[src/rtl/pcg_pkg.sv]
// Shared types, constants and codes for the PCG generator with jump-ahead.
`default_nettype none

package pcg_pkg;

	localparam int unsigned WordW = 64;
	localparam int unsigned HalfW = WordW / 2;
	localparam int unsigned ReqW = 3;
	localparam int unsigned OffsW = 8;
	localparam int unsigned RotW = 6;
	localparam int unsigned RotSelW = 5;

	typedef logic [WordW-1:0] word_t;
	typedef logic [HalfW-1:0] half_t;
	typedef logic [RotW-1:0] rot_t;

	localparam word_t LCG_MULT = 64'd6364136223846793005;
	localparam word_t LCG_INC = 64'd1442695040888963407;
	localparam word_t LCG_STRIDE = 64'd152917;
	localparam word_t PERM_MULT = 64'd12605985483714917081;
	localparam rot_t PERM_ROT_ADD = 6'd5;
	localparam int unsigned PERM_XS_SHIFT = 43;

	typedef enum logic [ReqW-1:0] {
		REQ_NEXT = 3'd0,
		REQ_SKIP = 3'd1,
		REQ_LOAD = 3'd2,
		REQ_STREAM = 3'd3,
		REQ_PEEK = 3'd4
	} req_code_t;

	typedef enum logic [1:0] {
		MUL_LL = 2'd0,
		MUL_LH = 2'd1,
		MUL_HL = 2'd2
	} mul_phase_t;

	typedef enum logic [3:0] {
		ST_IDLE = 4'd0,
		ST_STRIDE = 4'd1,
		ST_JTEST = 4'd2,
		ST_JMUL = 4'd3,
		ST_JINC = 4'd4,
		ST_JINC2 = 4'd5,
		ST_JSQR = 4'd6,
		ST_JAPPLY = 4'd7,
		ST_STEP = 4'd8,
		ST_PERM = 4'd9,
		ST_FIN = 4'd10
	} seq_state_t;

	// Operands of one multiply-add: p = a * b + c (mod 2^64).
	typedef struct packed {
		word_t a;
		word_t b;
		word_t c;
	} mul_op_t;

endpackage

`default_nettype wire

[src/rtl/pcg_req_if.sv]
// Request channel: valid/ready handshake with the request fields.
`default_nettype none

interface pcg_req_if;
	logic valid;
	logic ready;
	logic [pcg_pkg::ReqW-1:0] req_type;
	pcg_pkg::word_t step_count;
	pcg_pkg::word_t seed_in;
	logic [pcg_pkg::OffsW-1:0] stream_offset;

	modport source (output valid, output req_type, output step_count, output seed_in,
		output stream_offset, input ready);
	modport sink (input valid, input req_type, input step_count, input seed_in,
		input stream_offset, output ready);
endinterface

`default_nettype wire

[src/rtl/pcg_res_if.sv]
// Result channel: valid/ready handshake with the result word.
`default_nettype none

interface pcg_res_if;
	logic valid;
	logic ready;
	pcg_pkg::word_t result_value;

	modport source (output valid, output result_value, input ready);
	modport sink (input valid, input result_value, output ready);
endinterface

`default_nettype wire

[src/rtl/pcg_cfg_if.sv]
// Configuration write channel carrying the base seed register.
`default_nettype none

interface pcg_cfg_if;
	logic valid;
	logic ready;
	logic signed [pcg_pkg::WordW-1:0] base_seed;

	modport source (output valid, output base_seed, input ready);
	modport sink (input valid, input base_seed, output ready);
endinterface

`default_nettype wire

[src/rtl/pcg_rxs_m_xs_with_skip_ahead.sv]
// Top level: PCG-RXS-M-XS generator with LCG jump-ahead, sequenced over one multiplier.
//
// Requests arrive on the req channel, one transaction each, and every request
// gives exactly one transaction on the res channel. The cfg channel writes the
// base seed and is always ready; write it only while no request is in flight.
// All arithmetic runs through one multiply-add unit that forms each 64-bit
// product from three partial products of a single 32x32 multiplier, stepped
// by a small sequencer. Work per request, in order:
//   load seed and unused codes: the result goes straight out.
//   next: one LCG step and one output multiply.
//   skip ahead: a multiply and an increment product per set bit of step_count,
//     an increment and a square product per lower bit, then one apply product.
//   stream seed: a stride product first, then skip ahead.
//   peek: skip ahead, then one LCG step and one output multiply.
// req.ready is high only while the sequencer is idle, so one request is in
// work at a time and a new request is taken only once the last is through. The
// finished word sits in an output register, so the next request is taken
// while it waits; if it is still unread when the next word is done, the
// sequencer holds and req.ready stays low. Reset sets the seed to zero and
// the base seed to one.

`default_nettype none

module pcg_rxs_m_xs_with_skip_ahead (
	input  logic clk,
	input  logic arst_n,
	pcg_cfg_if.sink   cfg,
	pcg_req_if.sink   req,
	pcg_res_if.source res
);
	import pcg_pkg::*;

	seq_state_t state_q;
	seq_state_t state_d;
	req_code_t  req_q;

	// Architectural state and configuration.
	word_t gen_q;
	word_t base_q;

	// Working registers of the sequencer.
	word_t n_q;
	word_t mul_q;
	word_t inc_q;
	word_t amul_q;
	word_t ainc_q;
	word_t s_q;
	word_t res_pend_q;

	// Output register.
	logic  out_valid_q;
	word_t out_q;

	logic    accept;
	logic    fin_go;
	logic    mul_en;
	logic    mul_done;
	mul_op_t mul_op;
	word_t   mul_p;
	rot_t    rot;
	word_t   perm_x;
	word_t   n_shift;

	assign accept = req.valid && req.ready;
	assign req.ready = (state_q == ST_IDLE);
	assign cfg.ready = 1'b1;
	assign fin_go = (state_q == ST_FIN) && (!out_valid_q || res.ready);
	assign res.valid = out_valid_q;
	assign res.result_value = out_q;
	assign n_shift = n_q >> 1;

	// The output permutation's random shift: the top five bits plus five.
	assign rot = rot_t'(s_q[WordW-1 -: RotSelW]) + PERM_ROT_ADD;
	assign perm_x = (s_q >> rot) ^ s_q;

	pcg_mul u_mul (
		.clk    (clk),
		.arst_n (arst_n),
		.en     (mul_en),
		.op     (mul_op),
		.done   (mul_done),
		.p      (mul_p)
	);

	always_ff @(posedge clk or negedge arst_n) begin
		if (!arst_n) begin
			state_q <= ST_IDLE;
		end else begin
			state_q <= state_d;
		end
	end

	// Next state and the operands handed to the multiply-add unit.
	always_comb begin
		state_d = state_q;
		mul_en = 1'b0;
		mul_op.a = amul_q;
		mul_op.b = mul_q;
		mul_op.c = '0;
		unique case (state_q)
			ST_IDLE: begin
				if (accept) begin
					priority case (req.req_type)
						REQ_NEXT: state_d = ST_STEP;
						REQ_SKIP: state_d = ST_JTEST;
						REQ_STREAM: state_d = ST_STRIDE;
						REQ_PEEK: state_d = ST_JTEST;
						default: state_d = ST_FIN;
					endcase
				end
			end
			ST_STRIDE: begin
				mul_en = 1'b1;
				mul_op.a = n_q;
				mul_op.b = LCG_STRIDE;
				if (mul_done) begin
					state_d = ST_JTEST;
				end
			end
			ST_JTEST: begin
				if (n_q == '0) begin
					state_d = ST_JAPPLY;
				end else if (n_q[0]) begin
					state_d = ST_JMUL;
				end else begin
					state_d = ST_JINC2;
				end
			end
			ST_JMUL: begin
				mul_en = 1'b1;
				mul_op.a = amul_q;
				mul_op.b = mul_q;
				if (mul_done) begin
					state_d = ST_JINC;
				end
			end
			ST_JINC: begin
				mul_en = 1'b1;
				mul_op.a = ainc_q;
				mul_op.b = mul_q;
				mul_op.c = inc_q;
				if (mul_done) begin
					// After the top set bit the remaining powers are not needed.
					state_d = (n_shift == '0) ? ST_JAPPLY : ST_JINC2;
				end
			end
			ST_JINC2: begin
				mul_en = 1'b1;
				mul_op.a = inc_q;
				mul_op.b = mul_q + word_t'(1);
				if (mul_done) begin
					state_d = ST_JSQR;
				end
			end
			ST_JSQR: begin
				mul_en = 1'b1;
				mul_op.a = mul_q;
				mul_op.b = mul_q;
				if (mul_done) begin
					state_d = ST_JTEST;
				end
			end
			ST_JAPPLY: begin
				mul_en = 1'b1;
				mul_op.a = amul_q;
				mul_op.b = s_q;
				mul_op.c = ainc_q;
				if (mul_done) begin
					state_d = (req_q == REQ_PEEK) ? ST_STEP : ST_FIN;
				end
			end
			ST_STEP: begin
				mul_en = 1'b1;
				mul_op.a = LCG_MULT;
				mul_op.b = s_q;
				mul_op.c = LCG_INC;
				if (mul_done) begin
					state_d = ST_PERM;
				end
			end
			ST_PERM: begin
				mul_en = 1'b1;
				mul_op.a = perm_x;
				mul_op.b = PERM_MULT;
				if (mul_done) begin
					state_d = ST_FIN;
				end
			end
			ST_FIN: begin
				if (fin_go) begin
					state_d = ST_IDLE;
				end
			end
			default: begin
				state_d = ST_IDLE;
			end
		endcase
	end

	// Generator seed, base seed and the output valid flag.
	always_ff @(posedge clk or negedge arst_n) begin
		if (!arst_n) begin
			gen_q <= '0;
			base_q <= word_t'(1);
			out_valid_q <= 1'b0;
		end else begin
			if (cfg.valid && cfg.ready) begin
				base_q <= word_t'(cfg.base_seed);
			end
			if (accept && req.req_type == REQ_LOAD) begin
				gen_q <= req.seed_in;
			end else if (mul_done && state_q == ST_STEP && req_q == REQ_NEXT) begin
				gen_q <= mul_p;
			end else if (mul_done && state_q == ST_JAPPLY
					&& (req_q == REQ_SKIP || req_q == REQ_STREAM)) begin
				gen_q <= mul_p;
			end
			if (fin_go) begin
				out_valid_q <= 1'b1;
			end else if (res.ready) begin
				out_valid_q <= 1'b0;
			end
		end
	end

	// Working registers of the sequencer.
	always_ff @(posedge clk) begin
		if (fin_go) begin
			out_q <= res_pend_q;
		end
		if (accept) begin
			req_q <= req_code_t'(req.req_type);
			n_q <= req.step_count;
			mul_q <= LCG_MULT;
			inc_q <= LCG_INC;
			amul_q <= word_t'(1);
			ainc_q <= '0;
			priority case (req.req_type)
				REQ_LOAD: begin
					s_q <= req.seed_in;
					res_pend_q <= req.seed_in;
				end
				REQ_STREAM: begin
					s_q <= base_q + word_t'(req.stream_offset);
					res_pend_q <= gen_q;
				end
				REQ_PEEK: begin
					s_q <= req.seed_in;
					res_pend_q <= gen_q;
				end
				default: begin
					s_q <= gen_q;
					res_pend_q <= gen_q;
				end
			endcase
		end else if (mul_done) begin
			unique case (state_q)
				ST_STRIDE: n_q <= mul_p;
				ST_JMUL: amul_q <= mul_p;
				ST_JINC: ainc_q <= mul_p;
				ST_JINC2: inc_q <= mul_p;
				ST_JSQR: begin
					mul_q <= mul_p;
					n_q <= n_shift;
				end
				ST_JAPPLY: begin
					s_q <= mul_p;
					res_pend_q <= mul_p;
				end
				ST_STEP: s_q <= mul_p;
				ST_PERM: res_pend_q <= (mul_p >> PERM_XS_SHIFT) ^ mul_p;
				default: begin
				end
			endcase
		end
	end

endmodule

`default_nettype wire

[src/rtl/pcg_mul.sv]
// Iterative 64-bit multiply-add modulo 2^64 built on one 32x32 multiplier.
`default_nettype none

module pcg_mul (
	input  logic            clk,
	input  logic            arst_n,
	input  logic            en,
	input  pcg_pkg::mul_op_t op,
	output logic            done,
	output pcg_pkg::word_t  p
);
	import pcg_pkg::*;

	mul_phase_t phase_q;
	word_t      acc_q;
	half_t      x;
	half_t      y;
	word_t      prod;
	word_t      sum;

	// Three partial products cover the low 64 bits; the high-by-high term drops out.
	always_comb begin
		x = op.a[HalfW-1:0];
		y = op.b[HalfW-1:0];
		unique case (phase_q)
			MUL_LL: begin
				x = op.a[HalfW-1:0];
				y = op.b[HalfW-1:0];
			end
			MUL_LH: begin
				x = op.a[HalfW-1:0];
				y = op.b[WordW-1:HalfW];
			end
			MUL_HL: begin
				x = op.a[WordW-1:HalfW];
				y = op.b[HalfW-1:0];
			end
			default: begin
				x = op.a[HalfW-1:0];
				y = op.b[HalfW-1:0];
			end
		endcase
		prod = word_t'(x) * word_t'(y);
		if (phase_q == MUL_LL) begin
			sum = op.c + prod;
		end else begin
			sum = acc_q + {prod[HalfW-1:0], half_t'(0)};
		end
	end

	assign done = en && (phase_q == MUL_HL);
	assign p = sum;

	always_ff @(posedge clk or negedge arst_n) begin
		if (!arst_n) begin
			phase_q <= MUL_LL;
		end else if (!en || phase_q == MUL_HL) begin
			phase_q <= MUL_LL;
		end else if (phase_q == MUL_LL) begin
			phase_q <= MUL_LH;
		end else begin
			phase_q <= MUL_HL;
		end
	end

	always_ff @(posedge clk) begin
		if (en) begin
			acc_q <= sum;
		end
	end

endmodule

`default_nettype wire
[src/flat_wrapper.sv]
// flat-port wrapper written by rule: the top's interface ports become plain ports
module pcg_rxs_m_xs_with_skip_ahead_flat import pcg_pkg::*;
  (clk, arst_n, cfg_valid, cfg_base_seed, cfg_ready, req_valid, req_req_type, req_step_count, req_seed_in, req_stream_offset, req_ready, res_valid, res_result_value, res_ready);
  pcg_cfg_if cfg_i ();
  pcg_req_if req_i ();
  pcg_res_if res_i ();
  input  logic clk;
  input  logic arst_n;
  input wire logic [$bits(cfg_i.valid)-1:0] cfg_valid;
  input wire logic [$bits(cfg_i.base_seed)-1:0] cfg_base_seed;
  output wire logic [$bits(cfg_i.ready)-1:0] cfg_ready;
  input wire logic [$bits(req_i.valid)-1:0] req_valid;
  input wire logic [$bits(req_i.req_type)-1:0] req_req_type;
  input wire logic [$bits(req_i.step_count)-1:0] req_step_count;
  input wire logic [$bits(req_i.seed_in)-1:0] req_seed_in;
  input wire logic [$bits(req_i.stream_offset)-1:0] req_stream_offset;
  output wire logic [$bits(req_i.ready)-1:0] req_ready;
  output wire logic [$bits(res_i.valid)-1:0] res_valid;
  output wire logic [$bits(res_i.result_value)-1:0] res_result_value;
  input wire logic [$bits(res_i.ready)-1:0] res_ready;
  assign cfg_i.valid = cfg_valid;
  assign cfg_i.base_seed = cfg_base_seed;
  assign cfg_ready = cfg_i.ready;
  assign req_i.valid = req_valid;
  assign req_i.req_type = req_req_type;
  assign req_i.step_count = req_step_count;
  assign req_i.seed_in = req_seed_in;
  assign req_i.stream_offset = req_stream_offset;
  assign req_ready = req_i.ready;
  assign res_valid = res_i.valid;
  assign res_result_value = res_i.result_value;
  assign res_i.ready = res_ready;
  pcg_rxs_m_xs_with_skip_ahead u_core (.clk(clk), .arst_n(arst_n), .cfg(cfg_i), .req(req_i), .res(res_i));
endmodule
[config.mk]
export PLATFORM = sky130hd
export DESIGN_NAME = pcg_rxs_m_xs_with_skip_ahead_flat
export DESIGN_NICKNAME = d
export VERILOG_FILES = /design/src/rtl/pcg_pkg.sv /design/src/rtl/pcg_req_if.sv /design/src/rtl/pcg_res_if.sv /design/src/rtl/pcg_cfg_if.sv /design/src/rtl/pcg_rxs_m_xs_with_skip_ahead.sv /design/src/rtl/pcg_mul.sv /design/src/flat_wrapper.sv
export SDC_FILE = /design/constraint.sdc
export NUM_CORES = 2
export LEC_CHECK = 0
export BUFFER_PORTS_ARGS = -buffer_cell sky130_fd_sc_hd__buf_2
export CAP_MARGIN = 20
export CORE_MARGIN = 5
export CORE_UTILIZATION = 25
export DETAILED_ROUTE_END_ITERATION = 8
export GPL_ROUTABILITY_DRIVEN = 0
export HOLD_SLACK_MARGIN = 0.08
export PLACE_DENSITY = 0.41
export SYNTH_ARGS = -nofsm -noshare
export SYNTH_HDL_FRONTEND = slang
export SYNTH_HIERARCHICAL = 1
export SYNTH_SLANG_ARGS = --single-unit
[constraint.sdc]
create_clock -name clk -period 15.7 [get_ports clk]
set_input_delay 0 -clock clk [delete_from_list [all_inputs] [get_ports clk]]
set_output_delay 0 -clock clk [all_outputs]
set_load 0.03 [all_outputs]
==> After elaboration in Yosys (flattened, before gate mapping) <==
Cells that the tools add are included.
W data, S select, Z words.
{ "word_totals": {"regBits": 714, "elab_cells": 129} }
{ "op_classes": {"addsub": 5, "mul": 1, "n_eq_ne": 28, "shifts": 1, "mux": 39, "bitwise": 2, "reduce_logical": 38} }
{ "op_table": {"columns": ["cell", "count"], "rows": [
  ["$pmux W128 S7", 1],
  ["$mux W64", 12],
  ["$pmux W64 S2", 3],
  ["$pmux W64 S3", 1],
  ["$add A64 B64 Y64", 2],
  ["$logic_not A64 Y1", 2],
  ["$add A64 B1 Y64 const B", 1],
  ["$add A64 B8 Y64", 1],
  ["$mul A32 B32 Y64", 1],
  ["$mux W32", 2],
  ["$shr A64 B6 Y64", 1],
  ["$xor A21 B64 Y64", 1],
  ["$xor A64 B64 Y64", 1],
  ["$mux W4", 10],
  ["$pmux W4 S10", 1],
  ["$eq A4 B3 Y1 const B", 4],
  ["$ne A2 B1 Y1 const B", 8],
  ["$reduce_and A2 Y1", 7],
  ["$eq A4 B4 Y1 const B", 3],
  ["$pmux W4 S3", 1],
  ["$eq A3 B2 Y1 const B", 3],
  ["$reduce_and A9 Y1", 1],
  ["$reduce_bool A3 Y1", 3],
  ["$eq A4 B2 Y1 const B", 2],
  ["other kinds (19)", 42]
]} }

==> Logic depth before layout (Yosys ltp) <==
{ "logic_depth": {"depth_word": 12, "depth_mapped": 55, "ltp_nobuf": 49} }

==> Hierarchy <==
Netlist, hierarchy kept.
{ "modules_own_cells": {"columns": ["module", "instances", "cells_each", "area_each_um2", "seq_area_each_um2"], "rows": [
  ["pcg_mul", 1, 4693, 40835.4, 1971.9],
  ["pcg_rxs_m_xs_with_skip_ahead", 1, 4553, 39457.8, 16231.8]
]} }

==> Least setup slack after synthesis <==
Ideal clock, no wire load.
{ "synth_timing": {"path_type": "reg-to-reg", "start": "register u_core.s_q[59]", "end": "register u_core.res_pend_q[18] (data pin)", "setup_time_ps": 274, "arrival_ps": 11866, "required_ps": 15426, "path_slack_ps": 3560, "path_stages_with_launch": 49, "n_path_buf": 5, "cell_sequence": "edfxtp_1 -> buf_6 -> buf_4 -> mux4_2 -> mux4_2 -> mux2i_1 -> xor2_1 -> o221ai_1 -> o21a_1 -> mux2i_1 -> clkbuf_1 -> nor2_1 -> fa_1 -> fa_1 -> inv_1 -> fa_1 -> fa_1 -> inv_1 -> [13 not listed] -> xnor2_1 -> ha_1 -> clkdlybuf4s15_1 -> a21oi_1 -> o21a_1 -> o21ai_0 -> a21o_1 -> a221o_1 -> a2111o_1 -> o21ai_2 -> o31ai_1 -> xnor2_1 -> mux2i_1 -> clkbuf_1 -> nand2_1 -> xnor2_1 -> nor2_1 -> a31oi_1"} }
{ "synth_lines": {"columns": ["item", "line", "text"], "rows": [
  ["start: declaration", "pcg_rxs_m_xs_with_skip_ahead.sv:47", "word_t s_q;"],
  ["start signal: assignment", "pcg_rxs_m_xs_with_skip_ahead.sv:240", "s_q <= req.seed_in;"],
  ["start signal: assignment", "pcg_rxs_m_xs_with_skip_ahead.sv:244", "s_q <= base_q + word_t'(req.stream_offset);"],
  ["start signal: assignment", "pcg_rxs_m_xs_with_skip_ahead.sv:248", "s_q <= req.seed_in;"],
  ["end signal: assignment", "pcg_rxs_m_xs_with_skip_ahead.sv:241", "res_pend_q <= req.seed_in;"],
  ["end signal: assignment", "pcg_rxs_m_xs_with_skip_ahead.sv:245", "res_pend_q <= gen_q;"],
  ["end signal: assignment", "pcg_rxs_m_xs_with_skip_ahead.sv:249", "res_pend_q <= gen_q;"],
  ["end: declaration", "pcg_rxs_m_xs_with_skip_ahead.sv:48", "word_t res_pend_q;"]
]} }

==> results.sh <==
export IMPL_outcome="finished, final reports clean"
export IMPL_vias_per_cell=5.36
export IMPL_holdPathStages=4
export IMPL_tightest_slew_ps=1490
export IMPL_hpwl_um=329000
export IMPL_maxSlewViolCount=0
export IMPL_crit_slowest_cell="a311oi_1"
export IMPL_rsz0062_at_grt="false"
export IMPL_synthArstFlopShare=0.189
export IMPL_min_from="req_step_count[26]"
export IMPL_synth_cell_types=123
export IMPL_clkTransAtPathRegs_ps=60
export IMPL_numCtsBuffers=90
export IMPL_cts_root_buf="clkbuf_16"
export IMPL_hold_viol_final=0
export IMPL_rows=208
export IMPL_start_util=0.251
export IMPL_clock_fmax_mhz=65.4
export IMPL_fin_setup_tns_ps=0
export IMPL_drtIter0Drc=9430
export IMPL_firstDrtPassIters=6
export IMPL_reg2reg_depth=44
export IMPL_crit_type="reg2reg"
export IMPL_ys_warn_count=6
export IMPL_die_area_sq_mm=0.333
export IMPL_grt_pass1_wl_um=590000
export IMPL_synth_seq_cells=714
export IMPL_grt_usage=0.246
export IMPL_synth_edf_count=323
export IMPL_drv_cap=0
export IMPL_core_sq_mm=0.320
export IMPL_finalCritPeriodShare=0.974
export IMPL_netlist_instances=9246
export IMPL_grt_max_degree=203
export IMPL_cp_common_cell="fa_1"
export IMPL_cp_max_fo=80
export IMPL_r2r_end="u_core/res_pend_q[4]"
export IMPL_drc=0
export IMPL_r2r_start="u_core/s_q[59]"
export IMPL_wirelength_um=421000
export IMPL_ant_nets=0
export IMPL_syn_area_sq_mm=0.0803
export IMPL_required_ps=16160
export IMPL_num_nets_final=11237
export IMPL_clkLatencyLatePin_ps=750
export IMPL_cts_sinks=714
export IMPL_wl_per_cell_um=29.7
export IMPL_setup_viol=0
export IMPL_boundaryPins=275
export IMPL_finalClockSkew_ps=78.0
export IMPL_vias=75912
export IMPL_io_buffer_count=273
export IMPL_antenna_found_initial=44
export IMPL_arrival_ps=15750
export IMPL_worstSetupEndpointType="flip-flop"
export IMPL_min_path_type="in2reg"
export IMPL_h_tree_depth=3
export IMPL_fin_crit_ps=15290
export IMPL_worst_setup_path_start_kind="flip-flop"
export IMPL_overflow=0
export IMPL_synthFlopType="edfxtp_1"
export IMPL_syn2layout_area_growth_pct=18.8
export IMPL_grt_pass1_vias=75276
export IMPL_synth_net_count=10730
export IMPL_drive_gt1_frac=0.116
export IMPL_die_height_um=577
export IMPL_maxSlewHeadroom=0.00345
export IMPL_cts_max_path_buffers=3
export IMPL_post_synth_cell_area_avg_sq_um=8.68
export IMPL_ff2ff_setup_slack_ps=410
export IMPL_max_stage_delay_ps=660
export IMPL_ys_seq_area_frac=0.227
export IMPL_die_w_um=577
export IMPL_cts_tree="built"
export IMPL_min_to="u_core/n_q[26]"
## logic make-up after synthesis
logic type,count (synthesis),share of synthesized area
mux,503,0.0779
xor+xnor,267,0.0293
flops,714,0.227
other cells,1,0.0000467
buf+inv,1532,0.0739
fa+ha+maj,1276,0.283
simple gates,3157,0.166
compound gates,1796,0.144
## routing by layer
| layer | track usage | vias up | share of wire |
|---|---|---|---|
| met4 | 0.141 | 16 | 0.072 |
| met5 | 0 | - | 0.00024 |
| met3 | 0.0520 | 795 | 0.093 |
| li1 | - | 32269 | - |
| met1 | 0.329 | 38573 | 0.41 |
| met2 | 0.367 | 4259 | 0.42 |
## state kept, by name, summed over array words and instances (netlist names), 3 cells and up
signal and flops:
u_core/res_pend_q 64, u_core/res.result_value 64, u_core/ainc_q 64, u_core/amul_q 64, u_core/req_q 3, u_core/gen_q 64
u_core/s_q 64, u_core/inc_q 64, u_core/state_q 4, u_core/mul_q 64, u_core/base_q 64, u_core/u_mul/acc_q 64
u_core/n_q 64
## cells in the mapped netlist (all sizes together) (41+ instances only)
| cell type | number | area share |
|---|---|---|
| o21ai | 401 | 0.025 |
| a221oi | 81 | 0.0089 |
| nand3 | 181 | 0.011 |
| xor2 | 90 | 0.0098 |
| buf | 140 | 0.0084 |
| o21a | 41 | 0.0038 |
| a221o | 50 | 0.0062 |
| nor4 | 46 | 0.0038 |
| a22o | 47 | 0.0051 |
| a31oi | 107 | 0.0084 |
| ha | 377 | 0.059 |
| nand4 | 92 | 0.0074 |
| a21oi | 574 | 0.036 |
| dfrtp | 134 | 0.042 |
| nor3 | 70 | 0.0048 |
| mux4 | 84 | 0.024 |
| a21o | 98 | 0.0092 |
| nand2 | 1651 | 0.077 |
| a22oi | 58 | 0.0054 |
| edfxtp | 323 | 0.12 |
| inv | 905 | 0.042 |
| mux2 | 135 | 0.019 |
| clkbuf | 485 | 0.023 |
| and3 | 52 | 0.0041 |
| fa | 899 | 0.22 |
| dfxtp | 256 | 0.064 |
| xnor2 | 176 | 0.019 |
| mux2i | 284 | 0.035 |
| nor2 | 888 | 0.042 |
## area by class of cell
class	count	area [sq um]
Antenna cell	27	67.6
Clock buffer	121	2510
Clock inverter	47	603
Fill cell	34052	225000
Inverter	906	3410
Multi-Input combinational cell	7000	56800
Sequential cell	714	18200
Tap cell	4305	5390
Timing Repair Buffer	1041	8440
## cell usage in the layout, fill, tap and decap left out, drive strengths merged, types with 39 or more instances in the layout
master and instances:
and2 39, a22oi 58, nor3 70, nand3 181, mux2i 284, and3 52, o21ai 401, mux2 135
nor4 46, nor2 888, mux4 84, a221o 50, dfxtp 256, xor2 90, a221oi 81, buf 617
o21bai 40, inv 910, a21o 98, a21oi 574, dfrtp 134, xnor2 176, nand4 92, ha 377
fa 899, o21a 41, nand2 1651, a31oi 107, dlygate4sd3 424, a22o 47, clkbuf 121, edfxtp 323
## critical path, delay by kind of cell, from the launching register on
kind	cells	cell delay [ps]
and+or+nand+nor	8	1380
AOI/OAI and AO/OA	12	4510
buffers and inverters	7	990
muxes	3	1770
adders and majority gates	10	4640
DFF	1	370
xor gates and xnor gates	4	1200
## what timing repair did
item,in CTS,in global routing
setup buffers,0,3
hold buffers,425,0
resized for setup,0,1
endpoints found under the hold margin,388,0
setup endpoints to repair,0,6
## per-stage QoR
stage                     cells  worst slack, ps  hold WS [ps]  cell area, sq um   util
after global routing      14141             99.7           135             95300  0.298
after global placement    13531              375         -60.4             87800  0.274
after CTS                 14131              369          80.6             95300  0.297
final                     14161              408           120             95400  0.298
after detailed placement  13538              419         -58.1             87900  0.274
after floorplan            9246             3560          -296             80300      -
## worst max path at each step
stage | startpoint | to | cells after the start
detailed placement | u_core/s_q[60] | u_core/s_q[62] | 41
global route | u_core/s_q[61] | u_core/res_pend_q[4] | 46
finish | u_core/s_q[59] | u_core/res_pend_q[4] | 44
CTS | u_core/s_q[60] | u_core/s_q[62] | 41
global placement | u_core/s_q[60] | u_core/s_q[62] | 41
floorplan | u_core/s_q[59] | u_core/res_pend_q[18] | 48
Power is not shown: default switching activity piles up to over one toggle a cycle in this logic, so the estimate is an artifact.
